==> config.mk <==
export PLATFORM = sky130hd
export DESIGN_NAME = sparse_matrix_triplet_add_core
export DESIGN_NICKNAME = d
export VERILOG_FILES = /design/src/smta_pkg.sv /design/src/sparse_matrix_triplet_add_core.sv
export SDC_FILE = /design/constraint.sdc
export NUM_CORES = 2
export LEC_CHECK = 0
export ABC_CLOCK_PERIOD_IN_PS = 7200
export BUFFER_PORTS_ARGS = -buffer_cell sky130_fd_sc_hd__buf_2
export CAP_MARGIN = 20
export CORE_ASPECT_RATIO = 1.2
export CORE_MARGIN = 5
export CORE_UTILIZATION = 50
export CTS_CLUSTER_SIZE = 40
export DETAILED_ROUTE_END_ITERATION = 7
export GPL_ROUTABILITY_DRIVEN = 0
export PLACE_DENSITY = 0.64
export SLEW_MARGIN = 20
export SYNTH_ARGS = -nofsm -noshare
export SYNTH_HDL_FRONTEND = slang
export SYNTH_SLANG_ARGS = --single-unit
==> constraint.sdc <==
create_clock -name clk -period 7.2 [get_ports clk]
set_input_delay 0 -clock clk [delete_from_list [all_inputs] [get_ports clk]]
set_output_delay 0 -clock clk [all_outputs]
set_load 0.005 [all_outputs]
==> src/smta_pkg.sv <==
// Types and constants shared by the sparse matrix triplet adder.
`timescale 1ns / 1ps

package smta_pkg;

  // Fixed widths of the stream fields
  localparam int unsigned COORD_W = 16;
  localparam int unsigned VALUE_W = 32;
  localparam int unsigned KIND_W  = 2;
  localparam int unsigned DATA_W  = 2 * COORD_W + VALUE_W;
  localparam int unsigned OUSER_W = 2;

  // Item kinds carried on in_tuser
  localparam logic [KIND_W-1:0] KIND_LOAD_FIRST  = 2'd0;
  localparam logic [KIND_W-1:0] KIND_LOAD_SECOND = 2'd1;
  localparam logic [KIND_W-1:0] KIND_MERGE       = 2'd2;

  // Saturation limits of a result value
  localparam logic [VALUE_W-1:0] VALUE_MAX = 32'h7FFF_FFFF;
  localparam logic [VALUE_W-1:0] VALUE_MIN = 32'h8000_0000;

  typedef enum logic [1:0] {
    ST_IDLE,
    ST_READ,
    ST_MERGE,
    ST_FINISH
  } smta_state_t;

endpackage

==> src/sparse_matrix_triplet_add_core.sv <==
// Sparse matrix adder: loads two sorted triplet lists and streams out their merged sum.
`timescale 1ns / 1ps

// Items on the input stream either append a (row, column, value) term to one of two
// lists held in single-port synchronous memories of LIST_DEPTH entries, or start a
// merge. A load into a full list is dropped and raises the overflow flag reported on
// every result of the next run. A merge walks both lists head to head: each step is a
// memory read state followed by a compare and add state, and a step waits while a
// pending result cannot leave. Equal positions add with 32-bit saturation and a zero
// sum is left out; one result is held back so the final one can carry tlast, and an
// empty result gives a single marker item. Both lists and the flag clear when the run
// ends. No new item is taken while a merge runs; loads resume while the last result
// waits.
module sparse_matrix_triplet_add_core #(
  parameter int unsigned LIST_DEPTH = 32,
  parameter int unsigned COORD_BITS = 16
) (
  input  logic                          clk,
  input  logic                          rst_n,
  input  logic                          in_tvalid,
  output logic                          in_tready,
  // row [15:0], column [31:16], value [63:32]
  input  logic [smta_pkg::DATA_W-1:0]   in_tdata,
  // kind [1:0]
  input  logic [smta_pkg::KIND_W-1:0]   in_tuser,
  output logic                          out_tvalid,
  input  logic                          out_tready,
  // out_row [15:0], out_column [31:16], out_value [63:32]
  output logic [smta_pkg::DATA_W-1:0]   out_tdata,
  output logic                          out_tlast,
  // no_terms [0], overflowed [1]
  output logic [smta_pkg::OUSER_W-1:0]  out_tuser
);
  import smta_pkg::*;

  localparam int unsigned CW  = $clog2(LIST_DEPTH + 1);
  localparam int unsigned AW  = (LIST_DEPTH > 1) ? $clog2(LIST_DEPTH) : 1;
  localparam int unsigned KEYW = 2 * COORD_BITS;
  localparam int unsigned EW  = KEYW + VALUE_W;

  // Term stores: {row, column, value}
  logic [EW-1:0] mem_a [LIST_DEPTH];
  logic [EW-1:0] mem_b [LIST_DEPTH];
  logic [EW-1:0] rd_a_r, rd_b_r;

  smta_state_t state_r, state_nxt;
  logic [CW-1:0] cnt_a_r, cnt_b_r, i_r, j_r;
  logic          ovf_r;
  logic          pend_valid_r;
  logic [KEYW-1:0]    pend_key_r;
  logic [VALUE_W-1:0] pend_val_r;
  logic                out_valid_r, out_last_r, out_none_r, out_ovf_r;
  logic [COORD_W-1:0]  out_row_r, out_col_r;
  logic [VALUE_W-1:0]  out_val_r;

  logic in_fire, out_free;
  logic [KIND_W-1:0]  in_kind;
  logic [EW-1:0]      in_term;
  logic a_has, b_has, take_a, take_b, cand_emit, step_go;
  logic push_pend, fin_load, load_a, load_b, merge_start;
  logic [KEYW-1:0]    ka, kb, cand_key;
  logic [VALUE_W-1:0] va, vb, sum_sat, cand_val;
  logic [VALUE_W:0]   sum_w;

  assign in_kind = in_tuser;
  assign in_term = {in_tdata[COORD_BITS-1:0], in_tdata[COORD_W +: COORD_BITS],
                    in_tdata[2*COORD_W +: VALUE_W]};
  assign in_fire  = in_tvalid && in_tready;
  assign out_free = !out_valid_r || out_tready;

  // Head compare and saturating add
  assign a_has = i_r < cnt_a_r;
  assign b_has = j_r < cnt_b_r;
  assign ka = rd_a_r[EW-1 -: KEYW];
  assign kb = rd_b_r[EW-1 -: KEYW];
  assign va = rd_a_r[VALUE_W-1:0];
  assign vb = rd_b_r[VALUE_W-1:0];
  assign take_a = !b_has || (a_has && (ka < kb));
  assign take_b = !take_a && (!a_has || (ka > kb));
  assign sum_w  = {va[VALUE_W-1], va} + {vb[VALUE_W-1], vb};

  always_comb begin
    if (sum_w[VALUE_W] != sum_w[VALUE_W-1]) begin
      sum_sat = sum_w[VALUE_W] ? VALUE_MIN : VALUE_MAX;
    end else begin
      sum_sat = sum_w[VALUE_W-1:0];
    end
  end

  always_comb begin
    priority if (take_a) begin
      cand_key  = ka;
      cand_val  = va;
      cand_emit = 1'b1;
    end else if (take_b) begin
      cand_key  = kb;
      cand_val  = vb;
      cand_emit = 1'b1;
    end else begin
      cand_key  = ka;
      cand_val  = sum_sat;
      cand_emit = (sum_sat != '0);
    end
  end

  // Next state
  always_comb begin
    state_nxt = state_r;
    unique case (state_r)
      ST_IDLE: begin
        if (in_fire && in_kind == KIND_MERGE) state_nxt = ST_READ;
      end
      ST_READ: begin
        state_nxt = (a_has || b_has) ? ST_MERGE : ST_FINISH;
      end
      ST_MERGE: begin
        if (step_go) state_nxt = ST_READ;
      end
      ST_FINISH: begin
        if (out_free) state_nxt = ST_IDLE;
      end
      default: state_nxt = ST_IDLE;
    endcase
  end

  // Control outputs
  always_comb begin
    in_tready   = (state_r == ST_IDLE);
    step_go     = 1'b0;
    push_pend   = 1'b0;
    fin_load    = 1'b0;
    load_a      = 1'b0;
    load_b      = 1'b0;
    merge_start = 1'b0;
    unique case (state_r)
      ST_IDLE: begin
        if (in_fire) begin
          unique case (in_kind)
            KIND_LOAD_FIRST:  load_a      = 1'b1;
            KIND_LOAD_SECOND: load_b      = 1'b1;
            KIND_MERGE:       merge_start = 1'b1;
            default:          ;
          endcase
        end
      end
      ST_MERGE: begin
        // hold the step while a pending result cannot leave
        step_go   = !cand_emit || !pend_valid_r || out_free;
        push_pend = cand_emit && pend_valid_r && out_free;
      end
      ST_FINISH: begin
        fin_load = out_free;
      end
      default: ;
    endcase
  end

  // Memories: one write or one read per cycle each
  always_ff @(posedge clk) begin
    if (load_a && cnt_a_r < CW'(LIST_DEPTH)) mem_a[cnt_a_r[AW-1:0]] <= in_term;
    else rd_a_r <= mem_a[i_r[AW-1:0]];
  end

  always_ff @(posedge clk) begin
    if (load_b && cnt_b_r < CW'(LIST_DEPTH)) mem_b[cnt_b_r[AW-1:0]] <= in_term;
    else rd_b_r <= mem_b[j_r[AW-1:0]];
  end

  // Control registers
  always_ff @(posedge clk) begin
    if (!rst_n) begin
      state_r      <= ST_IDLE;
      cnt_a_r      <= '0;
      cnt_b_r      <= '0;
      i_r          <= '0;
      j_r          <= '0;
      ovf_r        <= 1'b0;
      pend_valid_r <= 1'b0;
      out_valid_r  <= 1'b0;
    end else begin
      state_r <= state_nxt;
      if (load_a) begin
        if (cnt_a_r < CW'(LIST_DEPTH)) cnt_a_r <= cnt_a_r + 1'b1;
        else                           ovf_r   <= 1'b1;
      end
      if (load_b) begin
        if (cnt_b_r < CW'(LIST_DEPTH)) cnt_b_r <= cnt_b_r + 1'b1;
        else                           ovf_r   <= 1'b1;
      end
      if (merge_start) begin
        i_r          <= '0;
        j_r          <= '0;
        pend_valid_r <= 1'b0;
      end
      if (state_r == ST_MERGE && step_go) begin
        if (!take_b) i_r <= i_r + 1'b1;
        if (!take_a) j_r <= j_r + 1'b1;
        if (cand_emit) pend_valid_r <= 1'b1;
      end
      if (fin_load) begin
        cnt_a_r      <= '0;
        cnt_b_r      <= '0;
        ovf_r        <= 1'b0;
        pend_valid_r <= 1'b0;
      end
      if (out_free) out_valid_r <= push_pend || fin_load;
    end
  end

  // Payload registers
  always_ff @(posedge clk) begin
    if (state_r == ST_MERGE && step_go && cand_emit) begin
      pend_key_r <= cand_key;
      pend_val_r <= cand_val;
    end
    if (push_pend || fin_load) begin
      out_ovf_r <= ovf_r;
      if (push_pend || pend_valid_r) begin
        out_row_r  <= COORD_W'(pend_key_r[KEYW-1 -: COORD_BITS]);
        out_col_r  <= COORD_W'(pend_key_r[COORD_BITS-1:0]);
        out_val_r  <= pend_val_r;
        out_none_r <= 1'b0;
      end else begin
        // empty result: send the marker
        out_row_r  <= '0;
        out_col_r  <= '0;
        out_val_r  <= '0;
        out_none_r <= 1'b1;
      end
      out_last_r <= fin_load;
    end
  end

  assign out_tvalid = out_valid_r;
  assign out_tdata  = {out_val_r, out_col_r, out_row_r};
  assign out_tlast  = out_last_r;
  assign out_tuser  = {out_ovf_r, out_none_r};

endmodule
==> impl_metrics.ini <==
[timing]
fmax_mhz = 194
min_period_ns = 5.15
period_share_pct = 71.5
fin_tns_setup_ns = 0
timing.hold.ws_ns = 0.0576
fin_skew_ns = 0.0708
finalSetupViolCount = 0
worst_pin_slew_ns = 1.11
hold_violations = 0
slew_headroom_pct = 25.0
rsz0062_at_grt = no
slew_viol_final = 0

[floorplanning]
core_um2 = 338000
die_y_um = 647
rows = 234
die_x_um = 541
io_pins = 139
start_util_pct = 50.1
die_area_um2 = 350000

[critical_path]
crit_start = rd_a_r[0]
critPathBufInv = 1
cp.depth = 13
critical_path.top_delay_family = compound AO/OA/AOI/OAI gates
max_stage_delay_ns = 0.90
critPathMaxFanout = 64
cp_slowest_cell = and3_4
rr_worst_depth = 13
worstPathArrival_ns = 5.73
crit_required_ns = 7.78
crit_chain = ha_1 -> inv_1 -> fa_1 -> nor2b_1 -> o31ai_2 -> a21oi_1 -> o21a_1 -> o211ai_4 -> a21o_1 -> o21ai_2 -> nor4_1 -> nand4_1 -> and3_4
criticalPathCategory = reg2reg
r2r-start = rd_a_r[0]
end_kind = flip-flop
cp-start-kind = flip-flop

[synth]
yosys.area.top_type_share_pct = 77.3
syn_nets = 7287
yosysUniqueCellTypes = 80
async_flop_share_pct = 0
synth_enable_flop_cells = 4355
seq_area_frac_synth_pct = 77.6
ys.flop_type = edfxtp_1
yosysWarnings = 0
netlist_instances = 7132
syn-cell-area_um2 = 169000
synth.avg_cell_area_um2 = 23.7
synth.ff_latch_count = 4384
synth_area_leaders = edfxtp_1, mux4_2, mux2_2
synth_top_area_cell = edfxtp_1

[global_routing]
grt_pass1_vias = 80600
antenna_found_initial = 24
grt_pass1_wl_um = 621000
grt.total_usage_pct = 25.1
grt.overflow.total = 0
grt_max_degree = 145

[layout]
final_util_pct = 56.5
drive_gt1_share_pct = 30.9
layout.nets = 7741
synthToLayoutAreaGrowth_pct = 12.8

[detailed_routing]
drt_iter0_markers = 10500
antenna_left = 0
drcViolationCount = 0
drtPass1Iterations = 7
vias_per_cell = 6.48
wl_per_cell_um = 35.5
vias = 80400
routed_wl_um = 441000

[worst_hold_path]
hold_start = in_tdata[16]
hp-class = in2reg
hold_depth = 2

[place]
port_buffers = 138
hpwl_um = 231000

[clocking]
cts_buffers = 415
cts-htree-levels = 5
clkSlewWorstSetupHoldPaths_ns = 0.06
cts_tree = done
cts-root-buf = clkbuf_16
clock_latency_ns = 1.00
clock-sinks = 4384
clockBufferDepth = 4

[run]
maxCapViolCount = 0

[pwr]
p_leak_nw = 57.7
ir_drop_mv = 0.217
power_density_nw_per_um2 = 269

[status]
status = finished clean
-- per-stage QoR --
stage	std cells	instance area (um^2)	setup WS [ns]	total power, mW
detailed placement	11600	177000	2.17	30.5
global route	12400	191000	1.91	52.9
global placement	11600	177000	2.28	30.4
finish	12400	191000	2.05	51.4
CTS	12400	191000	2.15	51.7
floorplan	7132	169000	0.891	29.7
-- worst paths after layout --
kind,slack (ns),to
max,2.05,pend_key_r[13]
min,0.06,mem_b[13][32]
max reg2reg,2.05,pend_key_r[13]
min reg2reg,0.44,out_ovf_r
-- worst register-to-register path: cells and delay by family (launching register included) --
kind,cells,cell delay (ns)
flops,1,0.37
buf+inv,1,0.08
fa+ha+maj,2,0.65
simple gates,4,1.53
compound gates,6,2.05
-- flip-flops by register name, summed over array words and instances, names as in the netlist, 2 cells and up --
register	count
pend_val_r	32
rd_b_r	64
j_r	6
mem_b	2048
mem_a	2048
out_col_r	16
out_val_r	32
i_r	6
pend_key_r	32
cnt_b_r	6
state_r	2
out_row_r	16
cnt_a_r	6
rd_a_r	64
-- kinds of logic (layout without fill, tap and decap cells) --
logic type	Yosys count	count (layout)	synth area share, %
xor gates and xnor gates	26	26	0.135
buffers and inverters	424	1214	0.964
adders and majority gates	85	85	0.633
and+or+nand+nor	473	473	1.36
AOI/OAI and AO/OA	297	297	1.15
muxes	1443	1443	18.1
DFF	4384	4384	77.6
other	0	4	0
-- final cells by class --
class | instances | area [um^2]
inverters | 62 | 240
diodes | 4 | 10.0
fillers | 24300 | 147000
multi-input cells | 2324 | 36700
flip-flops and latches | 4384 | 131000
clock inverters | 255 | 2410
repair buffers | 399 | 3620
well taps | 4484 | 5610
clock buffers | 498 | 10800
-- power breakdown --
part           total, mW  leakage (nW)  switching [mW]  internal [mW]
registers           28.3          39.7          0.0718           28.2
clock network       21.5          6.45            9.42           12.0
logic               1.71          11.6            1.09          0.611
total               51.4          57.7            10.6           40.8
-- per-layer routing --
layer,share of wire (%),track usage (%),vias up
met5,0.0077,0,-
li1,-,-,31500
met2,49,40.9,4213
met3,9.3,4.22,657
met1,39,35.8,44100
met4,2.8,6.55,4
-- synthesized netlist by cell type (all sizes together) (8+ instances only) --
library cell,instances
a21oi,88
or3,11
buf,84
nand3,41
o21ai,84
o21a,12
nor2,138
nand2,114
nand2b,12
edfxtp,4355
mux4,1280
nor3,19
a21o,16
clkbuf,278
nand4,26
mux2,159
and2,68
xnor2,20
dfxtp,29
nor4,8
a31oi,10
ha,84
o211ai,15
inv,60
a211oi,17
-- cell usage in the layout (no fill, tap or decap), types with 15 or more instances in the layout --
cell / synthesis / routed
ha_1: 84 / 84
nand2_1: 114 / 113
a21oi_1: 87 / 87
clkbuf_1: 278 / 77
inv_1: 60 / 58
clkbuf_16: 0 / 421
mux2_2: 159 / 159
buf_4: 2 / 163
buf_12: 0 / 55
o21ai_0: 77 / 77
a21o_1: 16 / 16
edfxtp_1: 4355 / 4355
clkinv_1: 2 / 101
clkinvlp_4: 0 / 15
nor2_1: 138 / 73
nand3_1: 41 / 41
dfxtp_1: 29 / 18
xnor2_1: 20 / 20
and2_1: 68 / 68
nor2_4: 0 / 65
buf_2: 13 / 107
mux4_2: 1280 / 1280
bufinv_16: 0 / 36
clkinv_2: 0 / 72
nand4_1: 26 / 26
dlygate4sd3_1: 0 / 73
nor3_1: 18 / 18
-- timing repair --
item	4_1_cts	5_1_grt
resized for setup	0	0
hold buffers	72	1
buffers inserted	0	0
hold endpoints to repair	4179	16
No activity file was read; power rests on OpenSTA's default activity.
